[config.mk]
export PLATFORM = sky130hd
export DESIGN_NAME = tmse_ctrl
export DESIGN_NICKNAME = d
export VERILOG_FILES = /design/src/rtl/tmse_pkg.sv /design/src/rtl/tmse_ctrl.sv
export SDC_FILE = /design/constraint.sdc
export NUM_CORES = 1
export LEC_CHECK = 0
export ABC_AREA = 1
export BUFFER_PORTS_ARGS = -buffer_cell sky130_fd_sc_hd__buf_4
export CORE_MARGIN = 5
export CORE_UTILIZATION = 40
export DETAILED_ROUTE_END_ITERATION = 8
export PLACE_DENSITY = 0.71
export SLEW_MARGIN = 20
export SYNTH_ARGS = -nofsm -noshare
export SYNTH_HDL_FRONTEND = slang
export SYNTH_SLANG_ARGS = --single-unit
[constraint.sdc]
create_clock -name clk -period 1.92 [get_ports clk]
set_clock_uncertainty 0.2 [all_clocks]
set_input_delay 0 -clock clk [delete_from_list [all_inputs] [get_ports clk]]
set_output_delay 0 -clock clk [all_outputs]
set_load 0.005 [all_outputs]
[src/rtl/tmse_pkg.sv]
// Shared types and constants for the Turing machine step engine.
// Used by the core, the sequencer and the checker; depends on nothing else.
package tmse_pkg;

    // Defaults for the top-level parameters.
    localparam int TAPE_DEPTH_DEF  = 1024;
    localparam int STATE_COUNT_DEF = 64;

    // Fixed field widths.
    localparam int SYM_W  = 8;
    localparam int ST_W   = 6;
    localparam int MOVE_W = 2;
    localparam int CIDX_W = 10;
    localparam int LEN_W  = 11;
    localparam int STAT_W = 2;

    // Request kinds.
    typedef enum logic [1:0] {
        MODE_ADD    = 2'd0,
        MODE_REMOVE = 2'd1,
        MODE_TAPE   = 2'd2,
        MODE_STEP   = 2'd3
    } mode_t;

    // Result status codes.
    typedef enum logic [STAT_W-1:0] {
        STAT_OK      = 2'd0,
        STAT_NO_RULE = 2'd1,
        STAT_BEYOND  = 2'd2
    } status_t;

    // Head move codes; the unused code behaves as stay.
    localparam logic [MOVE_W-1:0] MOVE_STAY  = 2'd0;
    localparam logic [MOVE_W-1:0] MOVE_LEFT  = 2'd1;
    localparam logic [MOVE_W-1:0] MOVE_RIGHT = 2'd2;

    // One rule table entry.
    typedef struct packed {
        logic              valid;
        logic [SYM_W-1:0]  sym;
        logic [ST_W-1:0]   state;
        logic [MOVE_W-1:0] move;
    } rule_t;

    localparam int RULE_W = $bits(rule_t);

    // Sequencer states.
    typedef enum logic [2:0] {
        FSM_CLEAR,
        FSM_IDLE,
        FSM_FINISH,
        FSM_ADD_CHK,
        FSM_STEP_RULE,
        FSM_STEP_APPLY
    } fsm_t;

    // Datapath status seen by the sequencer.
    typedef struct packed {
        logic  in_valid;
        mode_t mode;
        logic  head_ok;
        logic  out_free;
    } seq_in_t;

    // Sequencer controls to the datapath.
    typedef struct packed {
        logic in_ready;
        logic accept;
        logic clearing;
        logic lookup;
        logic at_add;
        logic at_apply;
        logic fire;
    } seq_out_t;

endpackage

[src/rtl/tmse_ctrl.sv]
// Sequencer of the step engine: rule table clearing pass and per-request states.
// Depends on tmse_pkg for the state enum and the control structs.
module tmse_ctrl
    import tmse_pkg::*;
#(
    parameter int RULE_AW = 14
) (
    input  logic               clk,
    input  logic               rst_n,
    input  seq_in_t            seq_in,
    output seq_out_t           seq_out,
    output logic [RULE_AW-1:0] clr_addr
);

    fsm_t               state_reg, state_next;
    logic [RULE_AW-1:0] clr_cnt_reg, clr_cnt_next;

    // State and clear counter registers.
    always_ff @(posedge clk or negedge rst_n)
    begin
        if (!rst_n)
        begin
            state_reg   <= FSM_CLEAR;
            clr_cnt_reg <= '0;
        end
        else
        begin
            state_reg   <= state_next;
            clr_cnt_reg <= clr_cnt_next;
        end
    end

    // Next state and controls.
    always_comb
    begin
        state_next   = state_reg;
        clr_cnt_next = clr_cnt_reg;
        seq_out      = '0;
        case (state_reg)
            FSM_CLEAR:
            begin
                // Walk every rule entry once, writing it invalid.
                seq_out.clearing = 1'b1;
                clr_cnt_next     = clr_cnt_reg + 1'b1;
                if (&clr_cnt_reg)
                begin
                    state_next = FSM_IDLE;
                end
            end
            FSM_IDLE:
            begin
                seq_out.in_ready = 1'b1;
                if (seq_in.in_valid)
                begin
                    seq_out.accept = 1'b1;
                    if (seq_in.mode == MODE_ADD)
                    begin
                        state_next = FSM_ADD_CHK;
                    end
                    else if (seq_in.mode == MODE_STEP && seq_in.head_ok)
                    begin
                        state_next = FSM_STEP_RULE;
                    end
                    else
                    begin
                        state_next = FSM_FINISH;
                    end
                end
            end
            FSM_STEP_RULE:
            begin
                // Tape cell is back; look up the rule for it.
                seq_out.lookup = 1'b1;
                state_next     = FSM_STEP_APPLY;
            end
            FSM_ADD_CHK, FSM_STEP_APPLY, FSM_FINISH:
            begin
                // Finish once the output register can take the result.
                seq_out.at_add   = (state_reg == FSM_ADD_CHK);
                seq_out.at_apply = (state_reg == FSM_STEP_APPLY);
                if (seq_in.out_free)
                begin
                    seq_out.fire = 1'b1;
                    state_next   = FSM_IDLE;
                end
            end
            default:
            begin
                state_next = FSM_IDLE;
            end
        endcase
    end

    assign clr_addr = clr_cnt_reg;

endmodule

# --- Word-level counts from Yosys, hierarchy flattened ---
# Cells that the tools add are included.
totals:
  elab_cells: 30
  out_inout_bits: 21
  ff_bits: 17
  inputBits: 7
classes:
  n_eq_ne: 9
  add_sub_neg: 1
  muxes: 12
  n_reduce_logical: 6
op_table:
  columns: ["operator", "count"]
  rows:
  - ["$mux 3", 6]
  - ["$add 14x1->14 const B", 1]
  - ["$reduce_and 14->1", 1]
  - ["$pmux 3 s4", 1]
  - ["$eq 3x2->1 const B", 2]
  - ["$eq 3x3->1 const B", 2]
  - ["$ne 2x2->1 const B", 3]
  - ["$mux 1", 4]
  - ["$eq 3x1->1 const B", 1]
  - ["$logic_not 3->1", 1]
  - ["$reduce_and 3->1", 1]
  - ["$reduce_or 3->1", 1]
  - ["$eq 2x2->1 const B", 1]
  - ["$logic_not 2->1", 1]
  - ["$mux 2", 1]
  - ["$logic_and 1x1->1", 1]

# --- Logic depth before layout (Yosys ltp) ---
# Gate-level depths: netlist of the first run.
logic_depth:
  word_depth: 6
  depth_mapped: 9

# --- Worst setup path before layout of the first run ---
# OpenSTA, ideal clock, no wires.
synth_path:
  kind: "register to register"
  startpoint: "register clr_cnt_reg[1] (netlist: clr_addr[1])"
  endpoint: "register clr_cnt_reg[12] (netlist: clr_addr[12])"
  setup_time_ps: 123
  setup_slack_ps: 454
  stages_incl_launch_ff: 7
  n_path_buf: 0
  required_time_ps: 1597
  arrival_time_ps: 1143
  synth_period_minus_slack_ps: 1466
  cell_sequence: "dfrtp_1 ha_1 nand3_1 nor2_4 nand3_2 o21ai_0 nand2_1"
synth_via:
  elab_chain_cells: 1
synth_rtl:
  columns: ["element", "line", "text"]
  rows:
  - ["start, declared", "tmse_ctrl.sv:16", "logic [RULE_AW-1:0] clr_cnt_reg, clr_cnt_next;"]
  - ["start signal, assigned", "tmse_ctrl.sv:29", "clr_cnt_reg <= clr_cnt_next;"]
  - ["$add 14x1->14", "tmse_ctrl.sv:44", "clr_cnt_next = clr_cnt_reg + 1'b1;"]
# Every way passes these cells.
# A chain may end at the register's enable or synchronous reset.

# --- Worst setup path after layout of the first run ---
# Ends and elaborated chain as after synthesis.

==> results of run 1 <==
-- layout make-up --
type	count	area (um^2)
fillers	218	950
multi-input cells	89	473
flip-flops and latches	17	425
repair buffers	34	273
inverters	19	71.3
well taps	28	35.0
clock buffers	3	22.5
clock inverters	1	5.00
-- critical path: stages, from the launching register on --
cell and delay, ns:
dfrtp_1 0.42, ha_1 0.19, nand3_1 0.14, nor2_4 0.18, nand3_2 0.11, o21ai_0 0.15, nand2_1 0.06
-- layout by cell type (no fill, tap or decap), drive strengths merged --
master | Yosys | layout
inv | 19 | 19
clkinv | 0 | 1
o21ai | 3 | 3
nand3 | 11 | 11
nand4 | 3 | 3
dlygate4sd3 | 0 | 7
nor3 | 1 | 1
a31oi | 1 | 1
nand2 | 39 | 39
o22ai | 1 | 1
dfrtp | 17 | 17
xor2 | 6 | 6
nor2 | 17 | 17
clkbuf | 0 | 3
buf | 0 | 27
xnor2 | 4 | 4
ha | 1 | 1
a21oi | 2 | 2
-- per-layer routing --
| metal | track usage [%] | vias up | part of all wire, % |
|---|---|---|---|
| met4 | 7.77 | 0 | 2.0 |
| met3 | 2.61 | 6 | 6.6 |
| li1 | - | 465 | - |
| met5 | 0 | - | 0 |
| met1 | 14.9 | 428 | 38 |
| met2 | 25.1 | 29 | 53 |
-- power groups by stage --
stage / clock, W / sequential (W) / combinational (W)
global placement: 0 / 0.000365 / 0.0000196
detailed placement: 0 / 0.000365 / 0.0000200
global route: 0.000212 / 0.000358 / 0.0000350
CTS: 0.000199 / 0.000358 / 0.0000310
finish: 0.000191 / 0.000358 / 0.0000305
floorplan: 0 / 0.000365 / 0.00000197
-- per-stage QoR --
step / hold slack (ns) / instance area (um^2)
global placement: -0.322 / 1210
global route: 0.336 / 1310
detailed placement: -0.324 / 1210
floorplan: -0.496 / 970
finish: 0.311 / 1310
CTS: 0.318 / 1310
-- logic make-up after synthesis --
| logic type | after synthesis | synth area share, % |
|---|---|---|
| flops | 17 | 43.9 |
| xor+xnor | 10 | 9.03 |
| compound gates | 7 | 4.26 |
| simple gates | 71 | 34.2 |
| fa+ha+maj | 1 | 1.29 |
| buf+inv | 19 | 7.36 |
-- path summary, 6_finish.rpt --
kind / startpoint / slack, ns / cells after the start / endpoint
worst max-delay path: clr_addr[1]$_DFFE_PN0N_ / 0.34 / 6 / clr_addr[12]$_DFFE_PN0N_
max in group asynchronous: rst_n / 0.39 / 3 / state_reg[0]$_DFFE_PN0P_
min in group asynchronous: rst_n / 0.65 / 3 / clr_addr[5]$_DFFE_PN0N_
worst min-delay path: clr_addr[10]$_DFFE_PN0N_ / 0.31 / 1 / clr_addr[10]$_DFFE_PN0N_
worst min register to register: clr_addr[10]$_DFFE_PN0N_ / 0.31 / 1 / clr_addr[10]$_DFFE_PN0N_
worst max register to register: clr_addr[1]$_DFFE_PN0N_ / 0.34 / 6 / clr_addr[12]$_DFFE_PN0N_
==> summary.md, run 1 <==
| Metric | Value |
|---|---|
| Input/output buffers | 27 |
| Pre-CTS setup slack | 0.352 ns |
| Clock sink count | 17 |
| Setup-failing EPs final | 0 |
| Diodes inserted | 0 |
| Final slew viol count | 0 |
| Crit start category | flop |
| DR vias | ~930 |
| Final Power | 0.000580 W |
| Main synth FF type | dfrtp_1 |
| Synth area leaders | dfrtp_1, nand2_1, inv_1 |
| Hold Crit Class | flop to flop |
| Yosys warning count | 0 |
| CP max FO | 5 |
| Net Switching | 0.000127 W |
| Sw Share | 21.9% |
| Hold-fix buffers, CTS | 7 |
| Lkg Pwr | 0.714 nW |
| Largest net degree at the start of global routing | 18 |
| Total GRT Usage | 13.9% |
| Cell with the most instances after synthesis | nand2_1 |
| CTS buffer count | 3 |
| Initial antenna violation count | 0 |
| Vias in the first global route | 917 |
| EDFF count, synth | 0 |
| # IOs | 28 |
| Synth top area share | 43.9% |
| Setup Buffers After CTS | 0 |
| Fmax | about 0.63 GHz |
| Unrepaired setup endpoints after global routing | false |
| Final Hold Violating Endpoints | 0 |
| CP Class | flop to flop |
| CP Capture Type | flop |
| WL final | roughly 2100 um |
| Initial Util | between 40% and 50% |
| Share of layout cells above drive strength 1 | 25.8% |
| Syn Inst Count | 125 |
| Syn_area_per_cell | 7.76 um^2 |
| CP arrival | 1.56 ns |
| WP data required | between 1.5 and 2 ns |
| Combinational Power Share | ~5.3% |
| Later-pin clock latency in the skew report | 0.29 ns |
| TritonCTS clock tree | yes |
| CTS clock-pin slew for the worst setup and hold paths | 0.10 ns |
| Synth cell count leaders | nand2_1, inv_1, dfrtp_1 |
| Gr ovfl total | 0 |
| Routed wire per std cell | 11.2 um |
| P&R area growth vs syn | 34.6% |
| P_int | between 0.0004 and 0.0005 W |
| Outcome | complete, no violations |
| First-pass GRT wire length | 3750 um |
| Reg power frac | 61.7% |
| Post-Layout Cell Count | roughly 190 |
| Synth Register Bits | 17 |
| Detailed Place HPWL | 1690 um |
| Peak supply drop | 0.268 mV |
| Relative slew slack | 48.2% |
| Core Util, Final | 57.9% |
| Core ar. | approximately 2300 um^2 |
| Setup ws final | about 0.34 ns |
| Clock Path Buffers | 2 |
| Via density | 4.86 |
| Area leader, netlist | dfrtp_1 |
| Die height | 59.2 um |
| Max-Cap Viols | 0 |
| Max reg flops | 14 |
| Pre-antenna DRT Iters | 4 |
| Syn nets | 133 |
| Worst Tran Pin Value | 0.774 ns |
| DRC violations left | 0 |
| Placed insts | 180 |
| Cell area power density | 444 nW/um^2 |
| Count of unique library cells instantiated by Yosys | 20 |
| Async SR Flop Fraction | 100% |
| DIE WIDTH | 59.2 um |
| Final TNS setup | 0 ns |
| Post-route antenna net violation count | 0 |
| Routability cong. | roughly 0.84 |
| Clock share of power | about a third |
| Area of the mapped netlist | 970 um^2 |
| Final layout net count | 172 |
| Maximum level of the CTS H-tree | 1 |
| Iteration-0 DRC Markers | 16 |
| Period utilization | between 80% and 90% |
| Site row count | 17 |
| Fin crit period | about 1.6 ns |
| Cts repair resizes | 0 |
| Sequential area share after synthesis | 43.9% |
| Clock Root Buffer | clkbuf_4 |
| DIE AREA | around 3500 um^2 |
Power figures use the tool's default switching activity.
==> run 2, diff against run 1 <==
- ABC_AREA: 1 -> 0
- PLACE_DENSITY: 0.71 -> 0.75
- clock period: 1.92 -> 1.4 ns (I/O delays scaled with it)
==> run 2 against run 1 <==
The flow now finishes with violations (negative setup slack). Synthesized cell count fell by 32%. Clock power rose by 43%. Register-to-register slack got worse by 0.44 ns. Critical path type is now flop to primary output. Largest power group unchanged.
==> summary.md, run 2 <==
| Metric | Value |
|---|---|
| Post-Place Cell Area | 1220 um^2 |
| Final slew viol count | 0 |
| Main synth FF type | dfrtp_1 |
| Cell with the most instances after synthesis | dfrtp_1 |
| Synth area leaders | dfrtp_1, xnor2_1, xor2_1 |
| Setup ws final | -0.131 ns |
| CP max FO | 6 |
| TritonCTS clock tree | yes |
| Routability cong. | slightly below 0.8 |
| Final Hold Violating Endpoints | 0 |
| Total GRT Usage | 14.7% |
| Most common cell after layout, fill and taps aside | buf_4 |
| DR vias | about 850 |
| Count of unique library cells instantiated by Yosys | 26 |
| Clock Root Buffer | clkbuf_4 |
| Area leader, netlist | dfrtp_1 |
| Gr ovfl total | 0 |
| Max reg flops | 14 |
| DRC violations left | 0 |
| Final layout net count | 155 |
| Most frequent cells in the layout | buf_4, dfrtp_1, xnor2_1, buf_6, dlygate4sd3_1 |
| Initial antenna violation count | 0 |
| Fmax | between 0.6 and 0.7 GHz |
| Clock sink count | 17 |
| Site row count | 16 |
| Die height | 56.4 um |
| Core ar. | 2000 um^2 |
| Fillers | between 100 and 150 |
| Crit start category | flop |
| R2r setup slk | -0.10 ns |
| Syn nets | a little over 90 |
| Syn_area_per_cell | 10.1 um^2 |
| CTS buffer count | 3 |
| Relative slew slack | a little under nine tenths |
| Later-pin clock latency in the skew report | between 0.3 and 0.4 ns |
| CP arrival | 1.33 ns |
| Fin area | 1520 um^2 |
| Largest net degree at the start of global routing | 18 |
| DIE AREA | 3180 um^2 |
| Pre-antenna DRT Iters | 5 |
| Setup-failing EPs final | 19 |
| Setup crit end | seq_out[5] |
| Async SR Flop Fraction | 100% |
| Share of layout cells above drive strength 1 | a little under three fifths |
| Failing checks | negative setup slack |
| Worst Tran Pin Value | approximately 0.22 ns |
| Period utilization | 109% |
| Outcome | finished, violations left |
| Vias in the first global route | approximately 820 |
| Synth top area share | 49.5% |
| Via density | 4.89 |
| Max-Cap Viols | 0 |
| # IOs | 28 |
| Initial Util | 42.9% |
| Unrepaired setup endpoints after global routing | true |
| R2r endpoint | clr_addr[12]$_DFFE_PN0N_ |
| CP Class | flop to primary output |
| Worst Hold Slack | 0.299 ns |
| Post-route antenna net violation count | 0 |
| Hold Crit Class | flop to flop |
| Peak supply drop | roughly 0.51 mV |
| WP data required | 1.20 ns |
| Yosys warning count | 0 |
| Detailed Place HPWL | 1470 um |
| Clock Path Buffers | 2 |
| CP Capture Type | primary output |
| Sequential area share after synthesis | around half |
| Cell area power density | 533 nW/um^2 |
| Worst r2r src | clr_addr[6]$_DFFE_PN0N_ |
| Routed wire per std cell | between 10 and 15 um |
| First-pass GRT wire length | about 3700 um |
| Area of the mapped netlist | about 860 um^2 |
| CTS clock-pin slew for the worst setup and hold paths | 0.10 ns |
| Fin crit period | 1.53 ns |
| Maximum level of the CTS H-tree | 1 |
| DIE WIDTH | ~56 um |
| Synth cell count leaders | dfrtp_1, xnor2_1, nor2_1 |
| WL final | around 2300 um |
| Min-delay src | clr_addr[11]$_DFFE_PN0N_ |
| Diodes inserted | 0 |
| CP Launch Point | state_reg[1]$_DFFE_PN0P_ |
| Lkg Pwr | 0.755 nW |
| Iteration-0 DRC Markers | 14 |
| Synth Register Bits | 17 |
| Worst reg2reg path depth | 4 |
| Syn Inst Count | 85 |
| P&R area growth vs syn | 76.6% |
| EDFF count, synth | 0 |
| Input/output buffers | 27 |
## run 2: cell types whose count changed after synthesis, moves of 4 or more
cell     delta
nor2_1      -4
inv_1      -16
nand3_1     -4
nand2_1    -28
nor3_1      +4
xnor2_1     +5
## run 2: routing by layer
metal | part of all wire [%] | wire length, um | global-route usage (%)
met3 | 5.3 | 124 | 4.13
met4 | 1.8 | 43 | 7.80
met2 | 52 | 1210 | 23.4
met5 | 0 | 0 | 0
met1 | 41 | 945 | 17.8
## run 2: power by group
group          internal (W)  total [W]  switching (W)
sequential         0.000491   0.000491              0
clock              0.000111   0.000274       0.000162
combinational     0.0000250  0.0000444      0.0000195
## run 2: logic make-up after synthesis
kind of cell    after synthesis  share of synthesized area (%)
simple gates                 40                           26.5
flops                        17                           49.5
xor+xnor                     13                           13.2
buf+inv                       7                           4.22
compound gates                6                           3.78
mux                           1                           1.31
fa+ha+maj                     1                           1.46
## run 2: critical path, stage by stage, from the launching register on
cell and delay [ns]:
dfrtp_1 0.42, buf_6 0.15, nor3b_4 0.20, and2_4 0.17, buf_6 0.08
## run 2: layout make-up
cell class	instances	area [um^2]	area share, %
Multi-Input combinational cell	61	513	33.8
Timing Repair Buffer	61	505	33.3
Tap cell	27	33.8	2.23
Clock buffer	4	26.3	1.73
Inverter	3	13.8	0.907
Sequential cell	17	425	28.0
## run 2: through the flow
| stage | worst slack [ns] | TNS (ns) | utilization, % | power (W) | cells |
|---|---|---|---|---|---|
| 4_1_cts | -0.0975 | -0.710 | 69.1 | 0.000803 | 166 |
| 3_3_place_gp | -0.0962 | -0.599 | 61.1 | 0.000527 | 154 |
| 6_report | -0.131 | -1.16 | 75.8 | 0.000809 | 173 |
| 3_5_place_dp | -0.131 | -0.792 | 61.1 | 0.000528 | 154 |
| 2_1_floorplan | -0.241 | -1.82 | - | 0.000504 | 85 |
| 5_1_grt | -0.194 | -2.61 | 75.8 | 0.000845 | 173 |
## run 2: worst min path at each step
stage,to,slack (ns),cells after the start
floorplan,clr_addr[0]$_DFFE_PN0N_,-0.50,0
global placement,clr_addr[8]$_DFFE_PN0N_,-0.33,1
detailed placement,clr_addr[8]$_DFFE_PN0N_,-0.32,1
CTS,clr_addr[11]$_DFFE_PN0N_,0.31,1
global route,clr_addr[11]$_DFFE_PN0N_,0.34,1
finish,clr_addr[11]$_DFFE_PN0N_,0.30,1
## run 2: timing repair
action                                  4_1_cts  5_1_grt
pin swaps                                    11        9
setup buffers                                 1        7
hold buffers                                  7        0
endpoints found under the setup margin       16       21
resized for setup                            16       21
hold endpoints to repair                     20        0
